===== src/sv/rff_lane.sv =====
// One low-pass lane: add the (1 - alpha) share of the stored value, rounded to 2^-16.
module rff_lane (
    input  logic signed [49:0] i_ax,
    input  logic [16:0]        i_beta,
    input  logic signed [47:0] i_lpf,
    output logic signed [51:0] o_sum
);

    logic signed [31:0] hi;
    logic [15:0]        lo;
    logic signed [17:0] beta_s;
    logic signed [49:0] bh;
    logic [32:0]        bl;
    logic [33:0]        bl_rnd;

    // Split the stored value into integer and fraction parts
    assign hi     = i_lpf[47:16];
    assign lo     = i_lpf[15:0];
    assign beta_s = $signed({1'b0, i_beta});

    // Weight both parts, round the fraction part half up
    assign bh     = beta_s * hi;
    assign bl     = i_beta * lo;
    assign bl_rnd = {1'b0, bl} + 34'd32768;

    // Sum the new sample share and the old value share
    assign o_sum = 52'(i_ax) + 52'(bh) + $signed({34'd0, bl_rnd[33:16]});

endmodule


===== config.mk =====
export PLATFORM = sky130hd
export DESIGN_NAME = rff_lane
export DESIGN_NICKNAME = d
export VERILOG_FILES = /design/src/sv/rff_lane.sv
export SDC_FILE = /design/constraint.sdc
export NUM_CORES = 2
export LEC_CHECK = 0
export ABC_AREA = 1
export BUFFER_PORTS_ARGS = -buffer_cell sky130_fd_sc_hd__buf_2
export CORE_AREA = 2 2 274 276
export DETAILED_ROUTE_END_ITERATION = 7
export DIE_AREA = 0 0 276 278
export PLACE_DENSITY_LB_ADDON = 0.1
export SETUP_SLACK_MARGIN = 0.05
export SLEW_MARGIN = 40
export SYNTH_ARGS = -nofsm -noshare
export SYNTH_HDL_FRONTEND = slang
export SYNTH_SLANG_ARGS = --single-unit

===== constraint.sdc =====
create_clock -name vclk -period 17.89
set_input_delay 0.8945 -clock vclk [all_inputs]
set_output_delay 0.8945 -clock vclk [all_outputs]
set_load 0.005 [all_outputs]

==> results.txt <==
----------------------------------------------------
[Synth]
  Share of the synthesized area in the top cell type ... 0.486
  Total number of yosys warnings ... 0
  Count of unique library cells instantiated by Yosys ... 38
  Library cell with the largest summed area after synthesis ... sky130_fd_sc_hd__fa_1
  Mapped Nets ... 5636
  Netlist area before placement ... 33000 um^2
  Avg Cell Area, Syn ... 7.44 um^2
  Proportion of synthesized chip area in sequential cells ... 0
  Ranking of synthesized cells by area ... sky130_fd_sc_hd__fa_1, sky130_fd_sc_hd__inv_1, sky130_fd_sc_hd__nand2_1
  Synthesized instance count ... 4435

[Timing]
  Highest clock frequency the design can meet ... 100 MHz
  Number of endpoints failing setup at the final stage ... 0
  Number of failing hold endpoints at the final stage ... 0
  Smallest setup slack after layout ... 7.93 ns
  Total Negative Setup Slacks ... 0 ns
  Least-Margin Pin Slew ... about 0.85 ns
  Number of pins with negative max-slew slack in the final report ... 0
  Final period demand of the worst path ... approximately 10 ns
  Period utilization ... 0.557
  Slew HR ... 0.432
  Unrepaired setup endpoints after global routing ... no

[Run status]
  Run status ... complete, but fails checks
  Failing checks ... DRC

[Routing]
  Post-route DRC violation count ... 7
  Vias after detailed routing ... 26100
  Total wire length after detailed routing ... 96100 um
  Ratio of routed vias to standard cells ... 4.83
  WL/cell ... 17.8 um
  1st-iter DRT viols ... 1579
  Pre-antenna DRT Iters ... 7
  Remaining antenna violation count ... 0

[Final layout]
  Design Area, Final ... 34500 um^2
  Number of flip-flops and latches ... 0
  Total of clock buffers placed in the layout ... 0
  Combined flip-flop and latch cell area ... 0 um^2
  Net count of the finished layout ... about 5600
  Number of antenna diodes ... 0
  Area added between synthesis and finish ... 4.58%
  Share of cells above drive strength 1 ... 0.0597
  Most frequent standard cell in the layout excluding fill and tap cells ... sky130_fd_sc_hd__inv_1
  Commonest cells after routing, fill and taps aside ... sky130_fd_sc_hd__inv_1, sky130_fd_sc_hd__nand2_1, sky130_fd_sc_hd__fa_1, sky130_fd_sc_hd__ha_1, sky130_fd_sc_hd__buf_2

[Critical path]
  Maximum net fanout on the critical path ... 28
  Required time of the critical path ... 17.00 ns
  Critical Path Most Common Cell ... sky130_fd_sc_hd__nand2_1
  Capturing element of the worst setup path ... o_sum[31]
  Cell with the biggest individual delay on the critical path ... sky130_fd_sc_hd__fa_1
  CP Launch Type ... primary input
  Type of destination of the critical path ... primary output
  Kind of critical path ... in2out
  Delay of the slowest cell on the worst path ... roughly 0.53 ns
  Launching instance or port of the critical path ... i_beta[6]
  Data arrival time at the worst-slack endpoint ... 9.06 ns

[Floorplan]
  Die span in x ... roughly 280 um
  Effective utilization at floorplan ... 0.447
  Core ar. ... 73800 um^2
  Top-level port count ... 167
  Full die area ... 76700 um^2
  Die Y-Extent ... 278 um
  FP Rows ... 100

[Placed design]
  Detailed placement HPWL ... about 80000 um
  Worst slack, placed ... 8.01 ns
  RePlAce Congestion ... 0.898
  Post-place instance area ... 34500 um^2
  Number of port buffers ... approximately 170

[Clock network]
  CTS Hold Bufs ... 0
  Post-CTS setup buffer count ... 0
  Number of gates resized after cts ... 0

[Global route]
  Number of antenna violations at the first check in global routing ... 3
  Pin count of the biggest net entering global routing ... 49
  Via count of the first global-routing pass ... around 29000
  Combined global-route utilization of all metal layers ... 0.264
  First-pass GRT wire length ... around 160000 um
  Residual overflow from global routing ... 0

[Job]
  Total of max-cap violations ... 0

[Hold path]
  Worst Hold Class ... in2out

----------------------------------------------------
[area by class of cell]
| class | count | area (um^2) |
|---|---|---|
| fillers | 7675 | 39300 |
| repair buffers | 186 | 978 |
| inverters | 1413 | 5300 |
| well taps | 969 | 1210 |
| multi-input cells | 2841 | 27000 |
[layer usage]
metal,routed length (um),up-vias,GRT usage
met4,2150,6,0.0482
met2,44400,766,0.435
li1,-,12300,-
met5,42,-,0
met3,6090,98,0.0285
met1,43400,13000,0.381
[critical path: cells and delay by family]
family          cells  cell delay [ns]
xor+xnor            1             0.31
compound gates      3             0.76
simple gates       13             1.48
buf+inv             8             1.36
fa+ha+maj           9             4.19
[cells in the mapped netlist (12+ instances only)]
master                     count
sky130_fd_sc_hd__inv_2        16
sky130_fd_sc_hd__inv_1      1397
sky130_fd_sc_hd__buf_1        19
sky130_fd_sc_hd__o21ai_0      26
sky130_fd_sc_hd__nor2_1      107
sky130_fd_sc_hd__ha_1        286
sky130_fd_sc_hd__nand2_1    1320
sky130_fd_sc_hd__nand2_2      19
sky130_fd_sc_hd__nand4_1      12
sky130_fd_sc_hd__xor2_1       30
sky130_fd_sc_hd__clkbuf_1    160
sky130_fd_sc_hd__fa_1        800
sky130_fd_sc_hd__nor2_2       27
sky130_fd_sc_hd__nand3_1      64
sky130_fd_sc_hd__a21oi_1      73
[worst min path at each step]
| stage | startpoint | to | cells past startpoint |
|---|---|---|---|
| floorplan | i_ax[0] | o_sum[0] | 2 |
| global route | i_ax[0] | o_sum[0] | 4 |
| detailed placement | i_ax[0] | o_sum[0] | 4 |
| finish | i_ax[0] | o_sum[0] | 4 |
| global placement | i_ax[0] | o_sum[0] | 4 |
| CTS | i_ax[0] | o_sum[0] | 4 |
[stage by stage]
step | std cells | utilization | hold WS, ns
after floorplan | 4435 | - | 2.03
after global placement | 5409 | 0.467 | 2.28
after detailed placement | 5409 | 0.467 | 2.29
after CTS | 5409 | 0.467 | 2.30
after global routing | 5409 | 0.467 | 2.32
final | 5409 | 0.467 | 2.26
[logic make-up (layout without fill, tap and decap cells)]
kind of cell    count (synthesis)  count (layout)  synth area share
xor+xnor                       39              39            0.0104
simple gates                 1593            1593             0.194
buf+inv                      1594            1599             0.182
fa+ha+maj                    1086            1086             0.594
compound gates                123             123            0.0203
Power is not shown: default switching activity piles up to over one toggle a cycle in this logic, so the estimate is an artifact.
