$ cat src/sv/rff_pkg.sv
// Shared types, constants and register codes of the flow and range frame filter.
package rff_pkg;

    // Frame size limits in payload bytes
    localparam logic [15:0] FLOW_MAX_BYTES  = 16'd9;
    localparam logic [15:0] RANGE_MAX_BYTES = 16'd5;

    // Q1.16 unity weight and register widths
    localparam logic [16:0] ONE_Q16 = 17'h1_0000;
    localparam int ALPHA_W   = 17;
    localparam int CFG_IDX_W = 3;

    // Stream word widths
    localparam int IN_TDATA_W  = 120;
    localparam int OUT_TDATA_W = 248;

    // Saturation limits of the 48-bit filtered flow values
    localparam logic signed [51:0] SAT48_HI = 52'sh0_7FFF_FFFF_FFFF;
    localparam logic signed [51:0] SAT48_LO = -52'sh0_8000_0000_0000;

    // Configuration register indexes
    localparam logic [CFG_IDX_W-1:0] CFG_ALPHA    = 3'd0;
    localparam logic [CFG_IDX_W-1:0] CFG_FLOW_ID  = 3'd1;
    localparam logic [CFG_IDX_W-1:0] CFG_RANGE_ID = 3'd2;
    localparam logic [CFG_IDX_W-1:0] CFG_MIN_MM   = 3'd3;
    localparam logic [CFG_IDX_W-1:0] CFG_MAX_MM   = 3'd4;

    // Configuration reset values
    localparam logic [15:0] RST_FLOW_ID  = 16'd7938;
    localparam logic [15:0] RST_RANGE_ID = 16'd7937;
    localparam logic [15:0] RST_MIN_MM   = 16'd80;
    localparam logic [15:0] RST_MAX_MM   = 16'd2000;

    // Result status codes
    typedef enum logic [2:0] {
        ST_FLOW   = 3'd0,
        ST_RANGE  = 3'd1,
        ST_SIZE   = 3'd2,
        ST_WINDOW = 3'd3,
        ST_OTHER  = 3'd4
    } t_status;

    // Current configuration
    typedef struct packed {
        logic [16:0] alpha;
        logic [16:0] beta;
        logic [15:0] flow_id;
        logic [15:0] range_id;
        logic [15:0] min_mm;
        logic [15:0] max_mm;
    } t_cfg;

    // One input frame
    typedef struct packed {
        logic [15:0] function_id;
        logic [15:0] payload_size;
        logic [7:0]  byte_quality;
        logic [7:0]  byte_one;
        logic [7:0]  byte_two;
        logic [7:0]  byte_three;
        logic [7:0]  byte_four;
        logic [7:0]  byte_five;
        logic [7:0]  byte_six;
        logic [7:0]  byte_seven;
        logic [7:0]  byte_eight;
        logic [31:0] now_ms;
    } t_item;

    // Decoded frame with the alpha-weighted samples
    typedef struct packed {
        t_status            status;
        logic               flow_take;
        logic               range_take;
        logic               quality_nz;
        logic [31:0]        now_ms;
        logic signed [31:0] x;
        logic signed [31:0] y;
        logic signed [49:0] ax;
        logic signed [49:0] ay;
    } t_dec;

endpackage

$ cat src/sv/rff_config.sv
// Configuration registers of the flow and range frame filter.
module rff_config (
    input  logic                          i_clk,
    input  logic                          i_rst_n,
    input  logic                          i_cfg_we,
    input  logic [rff_pkg::CFG_IDX_W-1:0] i_cfg_index,
    input  logic [rff_pkg::ALPHA_W-1:0]   i_cfg_wdata,
    output rff_pkg::t_cfg                 o_cfg
);

    rff_pkg::t_cfg r_cfg;
    logic [16:0]   n_alpha;

    // Clamp alpha to unity
    always_comb begin
        if (i_cfg_wdata > rff_pkg::ONE_Q16) begin
            n_alpha = rff_pkg::ONE_Q16;
        end else begin
            n_alpha = i_cfg_wdata;
        end
    end

    // Decode writes, ignore unknown indexes
    always_ff @(posedge i_clk) begin
        if (!i_rst_n) begin
            r_cfg.alpha    <= rff_pkg::ONE_Q16;
            r_cfg.beta     <= 17'd0;
            r_cfg.flow_id  <= rff_pkg::RST_FLOW_ID;
            r_cfg.range_id <= rff_pkg::RST_RANGE_ID;
            r_cfg.min_mm   <= rff_pkg::RST_MIN_MM;
            r_cfg.max_mm   <= rff_pkg::RST_MAX_MM;
        end else if (i_cfg_we) begin
            unique case (i_cfg_index)
                rff_pkg::CFG_ALPHA: begin
                    r_cfg.alpha <= n_alpha;
                    r_cfg.beta  <= rff_pkg::ONE_Q16 - n_alpha;
                end
                rff_pkg::CFG_FLOW_ID:  r_cfg.flow_id  <= i_cfg_wdata[15:0];
                rff_pkg::CFG_RANGE_ID: r_cfg.range_id <= i_cfg_wdata[15:0];
                rff_pkg::CFG_MIN_MM:   r_cfg.min_mm   <= i_cfg_wdata[15:0];
                rff_pkg::CFG_MAX_MM:   r_cfg.max_mm   <= i_cfg_wdata[15:0];
                default: ;
            endcase
        end
    end

    assign o_cfg = r_cfg;

endmodule

$ cat config.mk
export PLATFORM = sky130hd
export DESIGN_NAME = rff_config
export DESIGN_NICKNAME = d
export VERILOG_FILES = /design/src/sv/rff_pkg.sv /design/src/sv/rff_config.sv
export SDC_FILE = /design/constraint.sdc
export NUM_CORES = 1
export LEC_CHECK = 0
export BUFFER_PORTS_ARGS = -buffer_cell sky130_fd_sc_hd__clkbuf_2
export CAP_MARGIN = 15
export CORE_ASPECT_RATIO = 0.7
export CORE_UTILIZATION = 45
export DETAILED_ROUTE_END_ITERATION = 8
export MAX_ROUTING_LAYER = met4
export PLACE_DENSITY = 0.72
export SLEW_MARGIN = 20
export SYNTH_ARGS = -nofsm -noshare
export SYNTH_HDL_FRONTEND = slang
export SYNTH_SLANG_ARGS = --single-unit
$ cat constraint.sdc
create_clock -name i_clk -period 3.5 [get_ports i_clk]
set_input_delay 0.7 -clock i_clk [delete_from_list [all_inputs] [get_ports i_clk]]
set_output_delay 0.7 -clock i_clk [all_outputs]
set_load 0.05 [all_outputs]
==> run metrics <==
Worst setup EP type register; Final Wtd Congestion ~0.9; DRT iter0 DRCs about 250; Total Routing Usage GR between 20% and 30%; CTS Sinks between 90 and 100; mux share of post-synthesis cell area 0.505%; mapped cell area between 3000 and 4000 um2; fmax about 410 MHz; final worst-path cycle share 69.5%; slew of the pin with the lowest slew margin about 1 ns; clk slew on worst S/H paths roughly 0.060 ns; Post-Syn Nets around 510; drt via density ~5.3; worst-path maximum fanout 9; Synthesis Warnings 0; largest net degree at the start of global routing between 50 and 60; Syn Inst Count just under 500; Worst slew margin 34.4%; max-cap violations 0; CTS Buffer Depth 2; post-route ant nets 0; TritonCTS clock tree built; setup repair bufs after CTS 0; R2R Path Start o_cfg[74]; RSZ-0062 raised after global routing false; number of port buffers 120; CTS hold repair buffers 0; Worst R2R Setup Slack roughly 2.7 ns; clock insertion delay at the later pin of the skew report 0.34 ns; worst hold path type reg -> reg; Post-Synth Simple-Gate Area a little over a quarter; FF-to-FF path depth 2; DR top layer met4; core area ~8500 um2; min Tclk post-route approximately 2.4 ns; hold slack ~0.46 ns; end of the worst register-to-register path o_cfg[74]; Avg Cell Area, Syn around 8 um2; Synth Area in XOR/XNOR 1.77%; WL/cell about 16 um; number of synthesized flops with an enable pin 0; met2 wire length between 4000 and 5000 um; DRC errors left 0; Setup CP Type in -> reg; metal3 WL 1010 um; CTS buffer count 9; share of layout cells above drive strength 1 between 20% and 30%; post-synthesis adder-cell area fraction less than 1%; largest family of logic cells by synthesized area simple AND/OR/NAND/NOR gates; max reg flops between 90 and 100; Ports between 100 and 150; CTS Root Cell clkbuf_16; area grow syn2layout 23.2%; initial core utilization between 40 and 50%; Final Hold Vio Count 0; worst vdd ir between 0.3 and 0.4 mV; post-cts sizing count 0; DR vias about 3800; startpoint type of the worst setup path primary input; worst path arrival time about 2.7 ns; register area share after synthesis roughly half; initial antenna violation count 0; drt first pass iters 5; met1 WL 5430 um; P_leak 0.00207 uW; min-delay src o_cfg[65]; PwrDens approximately 500 nW/um2; Main synth FF type dfxtp_1; Async S/R FF share, synth 0%; vias in the first global route 3433; Antenna diodes 0; filler instances between 700 and 800; final wirelength roughly 12000 um; Yosys cell types 40; # setup viols final 0; Final #Nets between 600 and 700; Worst Skew 0 ns; DP HPWL between 7000 and 8000 um; setup TNS 0 ns; Die Ht approximately 81 um; H-tree depth reported by CTS 3; max-slew violations 0; hold path depth 2; post-synthesis register bit count 97; Hold Path Sink o_cfg[65]; row cnt 28; Req. time, crit path approximately 3.8 ns; first-pass GRT wire length approximately 17000 um; total grt overflow 0; status completed; complex-gate fraction of the synthesized area between 15 and 20%; die area just over 9000 um2; Die Wd between 100 and 150 um
==> layer usage <==
metal	up-vias	global-route usage, %
met3	19	7.62
met2	170	38.4
met1	1767	34.2
met5	-	-
met4	0	8.83
li1	1810	-
==> cells in the final DEF, fill, tap and decap left out, drive strengths merged, types with 2 or more instances in the layout <==
master / netlist / layout
a21boi: 48 / 48
a21oi: 9 / 9
a31oi: 3 / 3
a32o: 4 / 4
and2: 8 / 8
and3: 10 / 10
buf: 5 / 3
clkbuf: 38 / 131
clkinv: 0 / 2
dfxtp: 97 / 97
inv: 3 / 4
mux2i: 2 / 2
nand2: 151 / 151
nand3: 29 / 29
nor2: 12 / 12
nor2b: 13 / 13
nor3: 6 / 6
nor4: 2 / 2
o211ai: 3 / 3
o21a: 2 / 2
o21ai: 19 / 19
o31a: 2 / 2
or3: 3 / 3
or4: 2 / 2
xnor2: 4 / 4
xor2: 4 / 4
==> critical path: stages <==
cell and delay (ns):
clkbuf_2 0.18, nor4_1 0.63, and2_1 0.31, nor2b_1 0.43
o21ai_0 0.20, o21ai_0 0.22
==> cell usage after synthesis, types with 3 or more instances <==
| library cell | instances | area share, % |
|---|---|---|
| nand2_1 | 151 | 14 |
| dfxtp_1 | 97 | 49 |
| a21boi_0 | 48 | 9.1 |
| clkbuf_1 | 38 | 3.6 |
| nand3_1 | 29 | 3.7 |
| o21ai_0 | 19 | 2.4 |
| nor2b_1 | 13 | 2.1 |
| nor2_1 | 12 | 1.1 |
| and3_1 | 10 | 1.6 |
| a21oi_1 | 9 | 1.1 |
| and2_1 | 8 | 1.3 |
| nor3_1 | 6 | 0.76 |
| a32o_1 | 4 | 1.0 |
| xnor2_1 | 4 | 0.88 |
| xor2_1 | 4 | 0.88 |
| a31oi_1 | 3 | 0.47 |
| inv_1 | 3 | 0.28 |
| o211ai_1 | 3 | 0.57 |
| or3_1 | 3 | 0.47 |
==> report_power, final <==
group	total, uW	switching (uW)	internal [uW]
sequential	1140	14.4	1130
combinational	272	204	68.1
clock	1000	426	579
==> layout make-up <==
type                            instances  area (um2)  area share, %
Multi-Input combinational cell        347        1830           37.6
Inverter                                3        11.3          0.231
Tap cell                              120         150           3.08
Clock buffer                           11         243           4.98
Clock inverter                          5        63.8           1.31
Timing Repair Buffer                  123         636           13.0
Sequential cell                        97        1940           39.8
==> stage by stage <==
stage | instances | power [uW] | utilization, % | instance area, um2 | setup slack (ns)
2_1_floorplan | 490 | 1360 | - | 3960 | 0.856
3_3_place_gp | 690 | 1430 | 53.9 | 4570 | 0.874
3_5_place_dp | 690 | 1440 | 53.9 | 4570 | 0.779
4_1_cts | 706 | 2430 | 57.5 | 4880 | 1.13
5_1_grt | 706 | 2500 | 57.5 | 4880 | 0.955
6_report | 706 | 2420 | 57.5 | 4880 | 1.07
==> worst max path at each step <==
stage / slack (ns) / from / endpoint
detailed placement: 0.78 / i_cfg_wdata[16] / o_cfg[78]
finish: 1.07 / i_cfg_wdata[3] / o_cfg[67]
global placement: 0.87 / i_cfg_wdata[16] / o_cfg[78]
global route: 0.96 / i_cfg_wdata[16] / o_cfg[78]
floorplan: 0.86 / i_cfg_wdata[16] / o_cfg[78]
CTS: 1.13 / i_cfg_wdata[16] / o_cfg[78]
==> cell families after synthesis <==
kind of cell / Yosys count
AO/OA/AOI/OAI: 96
buffers and inverters: 46
multiplexers: 2
XOR/XNOR: 8
flip-flops: 97
AND/OR/NAND/NOR: 240
adder cells (fa/ha/maj): 1
Note: power is estimated with default switching activity, not from simulation.
