$ cat src/sv/rff_pkg.sv
// Shared types, constants and register codes of the flow and range frame filter.
package rff_pkg;

    // Frame size limits in payload bytes
    localparam logic [15:0] FLOW_MAX_BYTES  = 16'd9;
    localparam logic [15:0] RANGE_MAX_BYTES = 16'd5;

    // Q1.16 unity weight and register widths
    localparam logic [16:0] ONE_Q16 = 17'h1_0000;
    localparam int ALPHA_W   = 17;
    localparam int CFG_IDX_W = 3;

    // Stream word widths
    localparam int IN_TDATA_W  = 120;
    localparam int OUT_TDATA_W = 248;

    // Saturation limits of the 48-bit filtered flow values
    localparam logic signed [51:0] SAT48_HI = 52'sh0_7FFF_FFFF_FFFF;
    localparam logic signed [51:0] SAT48_LO = -52'sh0_8000_0000_0000;

    // Configuration register indexes
    localparam logic [CFG_IDX_W-1:0] CFG_ALPHA    = 3'd0;
    localparam logic [CFG_IDX_W-1:0] CFG_FLOW_ID  = 3'd1;
    localparam logic [CFG_IDX_W-1:0] CFG_RANGE_ID = 3'd2;
    localparam logic [CFG_IDX_W-1:0] CFG_MIN_MM   = 3'd3;
    localparam logic [CFG_IDX_W-1:0] CFG_MAX_MM   = 3'd4;

    // Configuration reset values
    localparam logic [15:0] RST_FLOW_ID  = 16'd7938;
    localparam logic [15:0] RST_RANGE_ID = 16'd7937;
    localparam logic [15:0] RST_MIN_MM   = 16'd80;
    localparam logic [15:0] RST_MAX_MM   = 16'd2000;

    // Result status codes
    typedef enum logic [2:0] {
        ST_FLOW   = 3'd0,
        ST_RANGE  = 3'd1,
        ST_SIZE   = 3'd2,
        ST_WINDOW = 3'd3,
        ST_OTHER  = 3'd4
    } t_status;

    // Current configuration
    typedef struct packed {
        logic [16:0] alpha;
        logic [16:0] beta;
        logic [15:0] flow_id;
        logic [15:0] range_id;
        logic [15:0] min_mm;
        logic [15:0] max_mm;
    } t_cfg;

    // One input frame
    typedef struct packed {
        logic [15:0] function_id;
        logic [15:0] payload_size;
        logic [7:0]  byte_quality;
        logic [7:0]  byte_one;
        logic [7:0]  byte_two;
        logic [7:0]  byte_three;
        logic [7:0]  byte_four;
        logic [7:0]  byte_five;
        logic [7:0]  byte_six;
        logic [7:0]  byte_seven;
        logic [7:0]  byte_eight;
        logic [31:0] now_ms;
    } t_item;

    // Decoded frame with the alpha-weighted samples
    typedef struct packed {
        t_status            status;
        logic               flow_take;
        logic               range_take;
        logic               quality_nz;
        logic [31:0]        now_ms;
        logic signed [31:0] x;
        logic signed [31:0] y;
        logic signed [49:0] ax;
        logic signed [49:0] ay;
    } t_dec;

endpackage

$ cat src/sv/rff_decode.sv
// Frame decode: classify the frame and weight its samples by alpha.
module rff_decode (
    input  rff_pkg::t_item i_item,
    input  rff_pkg::t_cfg  i_cfg,
    output rff_pkg::t_dec  o_dec
);

    logic               flow_hit;
    logic               range_hit;
    logic               flow_big;
    logic               range_big;
    logic               in_window;
    logic signed [31:0] x;
    logic signed [31:0] y;
    logic signed [17:0] alpha_s;
    logic signed [49:0] ax;
    logic signed [49:0] ay;

    // Assemble the little-endian words
    assign x = {i_item.byte_four, i_item.byte_three, i_item.byte_two, i_item.byte_one};
    assign y = {i_item.byte_eight, i_item.byte_seven, i_item.byte_six, i_item.byte_five};

    // Match ids, flow wins when both ids are equal
    assign flow_hit  = (i_item.function_id == i_cfg.flow_id);
    assign range_hit = !flow_hit && (i_item.function_id == i_cfg.range_id);
    assign flow_big  = (i_item.payload_size > rff_pkg::FLOW_MAX_BYTES);
    assign range_big = (i_item.payload_size > rff_pkg::RANGE_MAX_BYTES);

    // Distance window, negative values always fall outside
    assign in_window = !x[31] && (x[30:0] >= {15'd0, i_cfg.min_mm})
                       && (x[30:0] <= {15'd0, i_cfg.max_mm});

    // Weight both samples by alpha; the range lane reuses the x product
    assign alpha_s = $signed({1'b0, i_cfg.alpha});
    assign ax      = alpha_s * x;
    assign ay      = alpha_s * y;

    // Pick status and take flags
    always_comb begin
        o_dec.flow_take  = 1'b0;
        o_dec.range_take = 1'b0;
        if (flow_hit) begin
            if (flow_big) begin
                o_dec.status = rff_pkg::ST_SIZE;
            end else begin
                o_dec.status    = rff_pkg::ST_FLOW;
                o_dec.flow_take = 1'b1;
            end
        end else if (range_hit) begin
            if (range_big) begin
                o_dec.status = rff_pkg::ST_SIZE;
            end else if (in_window) begin
                o_dec.status     = rff_pkg::ST_RANGE;
                o_dec.range_take = 1'b1;
            end else begin
                o_dec.status = rff_pkg::ST_WINDOW;
            end
        end else begin
            o_dec.status = rff_pkg::ST_OTHER;
        end
        o_dec.quality_nz = (i_item.byte_quality != 8'd0);
        o_dec.now_ms     = i_item.now_ms;
        o_dec.x          = x;
        o_dec.y          = y;
        o_dec.ax         = ax;
        o_dec.ay         = ay;
    end

endmodule

$ cat config.mk
export PLATFORM = sky130hd
export DESIGN_NAME = rff_decode
export DESIGN_NICKNAME = d
export VERILOG_FILES = /design/src/sv/rff_pkg.sv /design/src/sv/rff_decode.sv
export SDC_FILE = /design/constraint.sdc
export NUM_CORES = 2
export LEC_CHECK = 0
export BUFFER_PORTS_ARGS = -buffer_cell sky130_fd_sc_hd__clkbuf_2
export CORE_ASPECT_RATIO = 0.8
export CORE_MARGIN = 4
export CORE_UTILIZATION = 57
export DETAILED_ROUTE_END_ITERATION = 10
export GPL_ROUTABILITY_DRIVEN = 0
export PLACE_DENSITY = 0.81
export SETUP_SLACK_MARGIN = 0.05
export SKIP_LAST_GASP = 1
export SYNTH_ARGS = -nofsm -noshare
export SYNTH_HDL_FRONTEND = slang
export SYNTH_SLANG_ARGS = --single-unit
$ cat constraint.sdc
create_clock -name vclk -period 6.92
set_input_delay 0.346 -clock vclk [all_inputs]
set_output_delay 0.346 -clock vclk [all_outputs]
set_load 0.005 [all_outputs]
==> impl_summary.log <==
INFO  metric maxClockFrequency = 142 MHz
INFO  metric finalHoldViolCount = 0
INFO  metric final_cells = 6131
INFO  metric nClkBuffers = 0
INFO  metric worst_slew_pin_slew = 0.914 ns
INFO  metric outcome = finished, violations left
INFO  metric timing.critical_path.arrival = 6.69 ns
INFO  metric flops_and_latches = 0
INFO  metric post_synthesis_net_count = 6167
INFO  metric synth_top_family_by_area = adder cells
INFO  metric multiplexer_share_of_the_synthesized_area = 0%
INFO  metric dr.first_iter.drc_count = 2223
INFO  metric end_kind = primary output
INFO  metric critical_path.max_fanout = 5
INFO  metric setup_viol_count_final = 9
INFO  metric drive_gt1_share = 22.2%
INFO  metric numPortBuffers = 354
INFO  metric area.growth.synth_to_final = 18.8%
INFO  metric gr-total-overflow = 0
INFO  metric holdCritPathClass = input pin to primary output
INFO  metric synth-adder-area-share = 60.0%
INFO  metric ys_top_cells_by_count = 1292 x inv_1, 1042 x fa_1, 649 x and2_1, 491 x nand2_1, 268 x ha_1
INFO  metric violated_checks = setup timing
INFO  metric core_area = 69500 sq um
INFO  metric floorplan.die_area = 75200 sq um
INFO  metric rsz0062_at_grt = yes
INFO  metric detail_route.wirelength = 114000 um
INFO  metric global_route_wire_length_before_repair = 183000 um
INFO  metric setup_ws = -0.118 ns
INFO  metric synthDominantAreaCellType = fa_1
INFO  metric ff_latch_area = 0 sq um
INFO  metric drc_viols = 0
INFO  metric setup_slack_at_placement = -0.789 ns
INFO  metric yosysSeqAreaShare = 0%
INFO  metric postSynthCellCount = 4623
INFO  metric cts_hold_repair_buffers = 0
INFO  metric critPathRequiredTime = 6.57 ns
INFO  metric syn_area_per_cell = 8.73 sq um
INFO  metric place_hpwl = 94600 um
INFO  metric max_stage_delay = 0.55 ns
INFO  metric crit_path_start_kind = input pin
INFO  metric cp.buffers_inverters = 10
INFO  metric nets = 6751
INFO  metric slew_headroom = 38.5%
INFO  metric first_global_vias = 36.4k
INFO  metric synthesis.yosys.warnings = 0
INFO  metric synthesized_area_fraction_occupied_by_ao_oa_aoi_and_oai_cells = 4.74%
INFO  metric antenna_violations_before_repair = 5
INFO  metric period_minus_slack = 7.04 ns
INFO  metric vias_per_cell = 5.35
INFO  metric start_util = 58.1%
INFO  metric dp_cells = 6062
INFO  metric drt_pass1_iterations = 8
INFO  metric source_of_the_worst_hold_timing_path = i_item[11]
INFO  metric finalCritPeriodShare = 102%
INFO  metric globalRouteTotalUtil = 30.3%
INFO  metric crit_path_top_delay_cell = fa_1
INFO  metric max_cap_viol_count = 0
INFO  metric die_w = 306 um
INFO  metric timing_max_transition_violations_final = 0
INFO  metric worst-setup-path-type = input pin to primary output
INFO  metric grt_max_degree = 42
INFO  metric synth_simple_gate_area_share = 16.9%
INFO  metric most_common_cell_in_the_synthesized_netlist = inv_1
INFO  metric route.antenna.remaining_nets = 0
INFO  metric top_area_cells_in_the_synthesized_netlist = fa_1 52%, inv_1 12%, and2_1 10%
INFO  metric worstHoldEndpoint = o_dec[175]
INFO  metric whs_path_depth = 0
INFO  metric worst_path_most_repeated_cell = fa_1
INFO  metric crit_family = adder cells
INFO  metric post_synth_xor_area_fraction = 2.86%
INFO  metric routedWlPerCell = 18.6 um
INFO  metric vias = 32.8k
INFO  metric finalCoreUtilization = 69.0%
INFO  metric core.rowCount = 86
INFO  metric number_of_distinct_library_cell_variants_in_the_gate_level_netlist_after_synthesis = 56
INFO  metric synthDominantCellAreaShare = 51.7%
INFO  metric io-pin-count = 436
INFO  metric post_synthesis_instance_area = 40400 sq um
INFO  metric die_y = 246 um
routing by layer:
metal | part of all wire (%) | wire length [um] | GRT usage [%] | vias to the layer above
met5 | 0.011 | 13 | 0 | -
met4 | 4.2 | 4830 | 10.5 | 2
met3 | 7.7 | 8710 | 4.08 | 306
met2 | 51 | 57600 | 53.4 | 1418
met1 | 38 | 42700 | 38.8 | 16800
li1 | - | - | - | 14300
through the flow:
step | TNS [ns] | instance area [sq um] | hold WS [ns]
finish | -0.438 | 48000 | 0.692
global placement | -11.50 | 45500 | 0.692
CTS | -0.691 | 46900 | 0.692
global route | -4.11 | 48000 | 0.692
detailed placement | -15.26 | 45500 | 0.692
floorplan | 0 | 40400 | 0.771
worst max path at each step:
stage	from	to	depth (start not counted)
final	i_cfg[91]	o_dec[93]	28
after global routing	i_cfg[91]	o_dec[93]	28
after CTS	i_cfg[84]	o_dec[44]	27
after detailed placement	i_cfg[84]	o_dec[95]	28
after global placement	i_cfg[84]	o_dec[95]	28
after floorplan	i_cfg[90]	o_dec[49]	23
logic make-up (layout without fill, tap and decap cells):
logic type,Yosys count,count (layout)
XOR/XNOR,132,132
AND/OR/NAND/NOR,1314,1314
buffers and inverters,1577,2159
AO/OA/AOI/OAI,290,290
adder cells (fa/ha/maj),1310,1310
other,0,2
layout make-up:
class | instances | area (sq um)
fill | 5188 | 21500
tap | 924 | 1160
timing repair buffer | 867 | 6520
multi-input combinational | 3046 | 35400
inverter | 1292 | 4850
antenna | 2 | 5.00
what timing repair did:
item	in CTS	in global routing
buffers inserted	37	32
pin swaps	155	150
gates cloned	3	4
resized for setup	227	293
endpoints found under the setup margin	40	37
layout by cell type, fill, tap and decap left out, types with 18 or more instances in the layout:
cell type / count
xnor2_1: 102
buf_12: 31
a21oi_1: 63
nor2_1: 49
nor2b_1: 18
fa_1: 999
clkbuf_2: 301
nand3_1: 21
inv_2: 55
ha_1: 235
o21a_1: 19
inv_1: 1236
buf_6: 42
buf_4: 431
ha_4: 28
a21oi_2: 19
buf_2: 27
xor2_1: 25
nand2_1: 475
nand4_1: 24
fa_2: 43
and2_4: 44
and2_1: 604
a21o_1: 52
buf_8: 18
o21ai_0: 31
Power is left out: the tool's default activity adds up to more than one toggle a clock period on the data nets, which glitch-free logic cannot reach.
